**src/hdl/ole_pkg.sv**
```systemverilog
// ----------------------------------------------------------------------------
// ole_pkg: shared types and constants of the ordered list engine
// Store geometry, request and status codes, controller states and the
// command/status bundles between controller and datapath.
// ----------------------------------------------------------------------------
package ole_pkg;

  localparam int unsigned DEPTH  = 256;
  localparam int unsigned CNT_W  = $clog2(DEPTH + 1);
  localparam int unsigned ADDR_W = $clog2(DEPTH);
  localparam int unsigned DATA_W = 32;
  localparam int unsigned OP_W   = 3;
  localparam int unsigned POS_W  = 9;

  typedef logic [OP_W-1:0]          op_t;
  typedef logic [CNT_W-1:0]         cnt_t;
  typedef logic [POS_W-1:0]         pos_t;
  typedef logic signed [DATA_W-1:0] data_t;

  localparam op_t OP_INSERT   = 3'd0;
  localparam op_t OP_APPEND   = 3'd1;
  localparam op_t OP_GET      = 3'd2;
  localparam op_t OP_CONTAINS = 3'd3;
  localparam op_t OP_REMOVE   = 3'd4;

  typedef enum logic [1:0] {
    ST_OK    = 2'd0,
    ST_RANGE = 2'd1,
    ST_EMPTY = 2'd2,
    ST_FULL  = 2'd3
  } status_e;

  typedef enum logic [1:0] {
    PTR_POS,
    PTR_CNT,
    PTR_ZERO
  } ptr_sel_e;

  typedef enum logic [2:0] {
    S_IDLE,
    S_CHECK,
    S_UP,
    S_GET,
    S_RM_CAP,
    S_DOWN,
    S_SCAN,
    S_DONE
  } ctrl_state_e;

  typedef struct packed {
    logic     load;
    logic     init_ptr;
    ptr_sel_e ptr_sel;
    logic     up_step;
    logic     down_step;
    logic     scan_step;
    logic     rd_pos;
    logic     cap_rd;
    logic     set_status;
    status_e  status;
    logic     cnt_inc;
    logic     cnt_dec;
    logic     out_load;
  } cmd_t;

  typedef struct packed {
    op_t  op;
    logic pos_gt_cnt;
    logic pos_ge_cnt;
    logic cnt_zero;
    logic cnt_full;
    logic up_done;
    logic down_done;
    logic scan_done;
    logic out_free;
  } sts_t;

endpackage

```
**src/hdl/ole_ctrl.sv**
```systemverilog
// ----------------------------------------------------------------------------
// ole_ctrl: request sequencer of the ordered list engine
// Checks bounds, runs the shift walk, scan walk or single read, then hands off the result.
// ----------------------------------------------------------------------------
module ole_ctrl (
  input  logic          clk_i,
  input  logic          rst_ni,
  input  logic          req_valid_i,
  output logic          req_ready_o,
  input  ole_pkg::sts_t sts_i,
  output ole_pkg::cmd_t cmd_o
);
  import ole_pkg::*;

  ctrl_state_e state_q, state_d;

  always_ff @(posedge clk_i or negedge rst_ni) begin
    if (!rst_ni) begin
      state_q <= S_IDLE;
    end else begin
      state_q <= state_d;
    end
  end

  always_comb begin
    state_d     = state_q;
    cmd_o       = '0;
    cmd_o.status  = ST_OK;
    cmd_o.ptr_sel = PTR_POS;
    req_ready_o = 1'b0;
    unique case (state_q)
      S_IDLE: begin
        req_ready_o = 1'b1;
        if (req_valid_i) begin
          cmd_o.load = 1'b1;
          state_d    = S_CHECK;
        end
      end
      S_CHECK: begin
        state_d = S_DONE;
        case (sts_i.op) inside
          OP_INSERT, OP_APPEND: begin
            if ((sts_i.op == OP_INSERT) && sts_i.pos_gt_cnt) begin
              cmd_o.set_status = 1'b1;
              cmd_o.status     = ST_RANGE;
            end else if (sts_i.cnt_full) begin
              cmd_o.set_status = 1'b1;
              cmd_o.status     = ST_FULL;
            end else begin
              cmd_o.init_ptr = 1'b1;
              cmd_o.ptr_sel  = PTR_CNT;
              state_d        = S_UP;
            end
          end
          OP_GET: begin
            if (sts_i.pos_ge_cnt) begin
              cmd_o.set_status = 1'b1;
              cmd_o.status     = ST_RANGE;
            end else begin
              cmd_o.rd_pos = 1'b1;
              state_d      = S_GET;
            end
          end
          OP_CONTAINS: begin
            cmd_o.init_ptr = 1'b1;
            cmd_o.ptr_sel  = PTR_ZERO;
            state_d        = S_SCAN;
          end
          OP_REMOVE: begin
            if (sts_i.cnt_zero) begin
              cmd_o.set_status = 1'b1;
              cmd_o.status     = ST_EMPTY;
            end else if (sts_i.pos_ge_cnt) begin
              cmd_o.set_status = 1'b1;
              cmd_o.status     = ST_RANGE;
            end else begin
              cmd_o.rd_pos   = 1'b1;
              cmd_o.init_ptr = 1'b1;
              cmd_o.ptr_sel  = PTR_POS;
              state_d        = S_RM_CAP;
            end
          end
          default: state_d = S_DONE;
        endcase
      end
      S_UP: begin
        cmd_o.up_step = 1'b1;
        if (sts_i.up_done) begin
          cmd_o.cnt_inc = 1'b1;
          state_d       = S_DONE;
        end
      end
      S_GET: begin
        cmd_o.cap_rd = 1'b1;
        state_d      = S_DONE;
      end
      S_RM_CAP: begin
        cmd_o.cap_rd = 1'b1;
        state_d      = S_DOWN;
      end
      S_DOWN: begin
        cmd_o.down_step = 1'b1;
        if (sts_i.down_done) begin
          cmd_o.cnt_dec = 1'b1;
          state_d       = S_DONE;
        end
      end
      S_SCAN: begin
        cmd_o.scan_step = 1'b1;
        if (sts_i.scan_done) begin
          state_d = S_DONE;
        end
      end
      S_DONE: begin
        if (sts_i.out_free) begin
          cmd_o.out_load = 1'b1;
          state_d        = S_IDLE;
        end
      end
      default: state_d = S_IDLE;
    endcase
  end

endmodule

```
**config.mk**
```make
export PLATFORM = sky130hd
export DESIGN_NAME = ole_ctrl
export DESIGN_NICKNAME = d
export VERILOG_FILES = /design/src/hdl/ole_pkg.sv /design/src/hdl/ole_ctrl.sv
export SDC_FILE = /design/constraint.sdc
export NUM_CORES = 1
export LEC_CHECK = 0
export CORE_AREA = 2 2 39 41
export DETAILED_ROUTE_END_ITERATION = 10
export DIE_AREA = 0 0 41 43
export DONT_BUFFER_PORTS = 1
export PLACE_DENSITY = 0.52
export SLEW_MARGIN = 0
export SYNTH_ARGS = -nofsm -noshare
export SYNTH_HDL_FRONTEND = slang
export SYNTH_SLANG_ARGS = --single-unit
```
**constraint.sdc**
```tcl
create_clock -name clk_i -period 1.75 [get_ports clk_i]
set_input_delay 0.35 -clock clk_i [delete_from_list [all_inputs] [get_ports clk_i]]
set_output_delay 0.35 -clock clk_i [all_outputs]
set_load 0.01 [all_outputs]
```
# Word level (Yosys, flattened, before mapping)
# Index checks and enable logic that the tools add are counted.
# W data, S select, Z words.
# word_totals
latch_bits	0
word_cells	76
reg_bits	3
n_memories	0
mem_bits_rw	0
in_bits	14
out_inout_bits	16
rom_bits	0
# classes
mul	0
n_div	0
addsub	0
n_eq_ne	16
n_mux	53
shift	0
n_reduce_logical	6
n_lt_le_gt_ge	0
bitwise	0
# op_table
op	n
$mux W3	31
$pmux W3 S8	1
$mux W1	20
$eq A3 B3 Y1 const B	5
$eq A3 B2 Y1 const B	4
$ne A2 B2 Y1 const B	5
$eq A3 B1 Y1 const B	2
$logic_not A3 Y1	2
$reduce_and A5 Y1	1
$reduce_or A2 Y1	2
$mux W2	1
$logic_and A1 B1 Y1	1

# Logic depth before layout (Yosys ltp)
# logic_depth
ltp_word	7
depth_mapped	4
ltp_nobuf	3

# Least setup slack after synthesis
# Ideal clock, no wire load.
# synth_path
kind	register -> output
from	register state_q[1]
to	output port cmd_o[7] in the netlist's numbering
n_path_buf	1
path_stages_with_launch	4
slack_ns	0.101
arrival_ns	1.299
required_time_ns	1.400
path_cell_list	dfrtp_1 or3b_1 buf_6 nor4_1
# synth_lines
item	line	rtl
from (decl)	ole_ctrl.sv:15	ctrl_state_e state_q, state_d;
from (signal assigned)	ole_ctrl.sv:21	state_q <= state_d;
to (decl)	ole_ctrl.sv:11	output ole_pkg::cmd_t cmd_o

==> metrics <==
status complete, but fails checks; failing checks negative setup slack; TritonCTS Buffers 3; R2R Path End state_q[0]; DRT antenna net count 0; register area share after synthesis 0.160; Min-Delay Endpoint state_q[2]; Rel. slew slack 0.725; nets 88; Max Clock Skew 0.00190 ns; CTS tree done; starting DRC count in detailed routing 10; Port Buffer Count 0; routed length per instance 14.0 um; CP max stage delay 0.42 ns; Max H-tree Level 1; Overflow after GRT 0; Crit Path Class flip-flop to primary output; Clock Latency Late Sink 0.23 ns; largest registers state_q: 3 flops; layout cells sized above 1 0.260; Lkg Pwr 0.239 nW; RSZ-0062 raised after global routing yes; PwrDens 1150 nW/um2; Reg-to-Reg Start state_q[1]; Setup violations, final 3; clk buf depth 2; top-level I/O count 30; Crit-path slowest cell or3b_4; hold path start sts_i[3]; diode count 0; Max VDD drop 0.382 mV; Data required, critical path 1.40 ns; # fillers 147; post-synthesis cell type count 36; hold_ws 0.352 ns; post-DP HPWL 955 um; overall power after layout 681 uW; Mapped Nets 78; crit path DAT 1.46 ns; final hold vios 0; period utilization 1.03; Worst R2R Setup Slack 0.41 ns; vias 503; # rows 14; Worst-path clk slew 0.04 ns; CP Max Fanout 3; Top reg by flops state_q; drt pass-1 iters 4; hold path depth 2; initial antenna violation count 0; FF+latch area 75.1 um2; Placer Congestion 0.802; area of the multi-input gates 390 um2; area growth from synthesis to layout 25.6%; Die H 43 um; Seq cells post-synth 3; Critical Path, Cell by Cell or3b_4 -> buf_6 -> nor4bb_4; Largest register FFs 3; Setup crit end kind primary output; Synth Cell Area 469 um2; Post-Place Cells 83; Sink Count 3; Hold Crit Class primary input to flip-flop; gr usage total 0.157; Core Region 1380 um2; r2r worst-path depth 3; most frequent cells in the layout nor2_1 (7), buf_4 (7), nand2_1 (6), and2_1 (4), o21ai_0 (4); kind of cell adding the most delay to the critical path simple AND/OR/NAND/NOR gates; Max Cap Viol 0; Die X 41 um; vias in the first global route 463; die footprint 1760 um2; DRC violations left 0; root buffer cell clkbuf_4; pre-CTS setup slack 0.132 ns; Syn Inst Count 64; Syn. warnings 0; Critical Path Source Type flip-flop; Worst Tran Pin Value 0.412 ns; initial core utilization 0.339; Slew Limit Fails 0; post-route insts no fill 89; Fmax 554 MHz; global-route wire length before repair 1910 um; Min Clock Period, post-route 1.81 ns; largest net degree at the start of global routing 13; worst path bufs/invs 1; Avg Inst Size Synth 7.33 um2; PnR worst setup slack -0.0567 ns; Via density 5.65; Detailed Route WL 1250 um
synth_stat cells:
library cell	n	area, um2
a211oi_2	1	12.5
a21oi_1	1	5.00
a221oi_1	1	8.76
a22oi_1	1	7.51
a32oi_1	1	8.76
and2_1	4	25.0
and2b_1	1	7.51
and3_1	1	6.26
and3b_1	1	8.76
buf_2	1	5.00
buf_6	1	11.3
clkbuf_1	2	7.51
dfrtp_1	3	75.1
inv_1	1	3.75
mux2i_1	1	10.0
nand2_1	6	22.5
nand2b_1	1	6.26
nand3_1	2	10.0
nand3b_1	1	7.51
nor2_1	10	37.5
nor2b_1	2	12.5
nor2b_2	1	8.76
nor3_1	1	5.00
nor3b_1	1	7.51
nor4_1	1	6.26
nor4bb_4	1	25.0
o21a_1	1	7.51
o21ai_0	4	20.0
o21bai_1	3	22.5
o221a_1	1	11.3
o311ai_1	1	8.76
o31ai_1	1	7.51
or2_1	1	6.26
or3_1	1	6.26
or3b_1	2	17.5
or4b_1	1	10.0
report_power, final:
part           switching, mW  internal [mW]  total (mW)
registers             0.0150          0.103       0.118
logic                  0.249          0.195       0.443
clock network         0.0341         0.0853       0.119
total                  0.298          0.383       0.681
layer usage:
metal / share of wire / GRT usage / vias to the layer above
met1: 0.45 / 0.216 / 228
met5: 0 / 0 / -
met3: 0.049 / 0.00524 / 4
li1: - / - / 251
met2: 0.48 / 0.213 / 20
met4: 0.025 / 0.133 / 0
cell families (layout without fill, tap and decap cells):
kind of cell | after synthesis | in the layout | synth area share
AO/OA/AOI/OAI | 16 | 16 | 0.256
buffers and inverters | 5 | 14 | 0.0587
flip-flops | 3 | 3 | 0.160
multiplexers | 1 | 1 | 0.0213
AND/OR/NAND/NOR | 39 | 39 | 0.504
area by class of cell:
| cell class | instances | area share |
|---|---|---|
| inverter | 1 | 0.00637 |
| clock buffer | 4 | 0.0446 |
| tap | 16 | 0.0340 |
| timing repair buffer | 9 | 0.125 |
| sequential | 3 | 0.127 |
| multi-input combinational | 56 | 0.662 |
stage by stage:
| stage | TNS [ns] | utilization | instance area, um2 |
|---|---|---|---|
| floorplan | 0 | - | 469 |
| global placement | 0 | 0.374 | 518 |
| detailed placement | 0 | 0.374 | 518 |
| CTS | -0.116 | 0.420 | 581 |
| global route | -0.239 | 0.426 | 589 |
| finish | -0.0808 | 0.426 | 589 |
worst max path at each step:
stage,start,cells past startpoint,slack (ns),to
floorplan,state_q[1],3,0.10,cmd_o[7]
global placement,state_q[2],3,0.16,cmd_o[5]
detailed placement,state_q[2],3,0.13,cmd_o[5]
CTS,state_q[1],3,-0.09,cmd_o[5]
global route,state_q[1],3,-0.11,cmd_o[5]
finish,state_q[1],3,-0.06,cmd_o[5]
repair_timing:
item                                    in CTS  in global routing
endpoints found under the setup margin       7                  7
resized for setup                            5                  3
hold endpoints to repair                     3                  0
pin swaps                                    3                  1
buffers inserted                             1                  0
hold buffers                                 1                  0
Power figures use the tool's default switching activity.
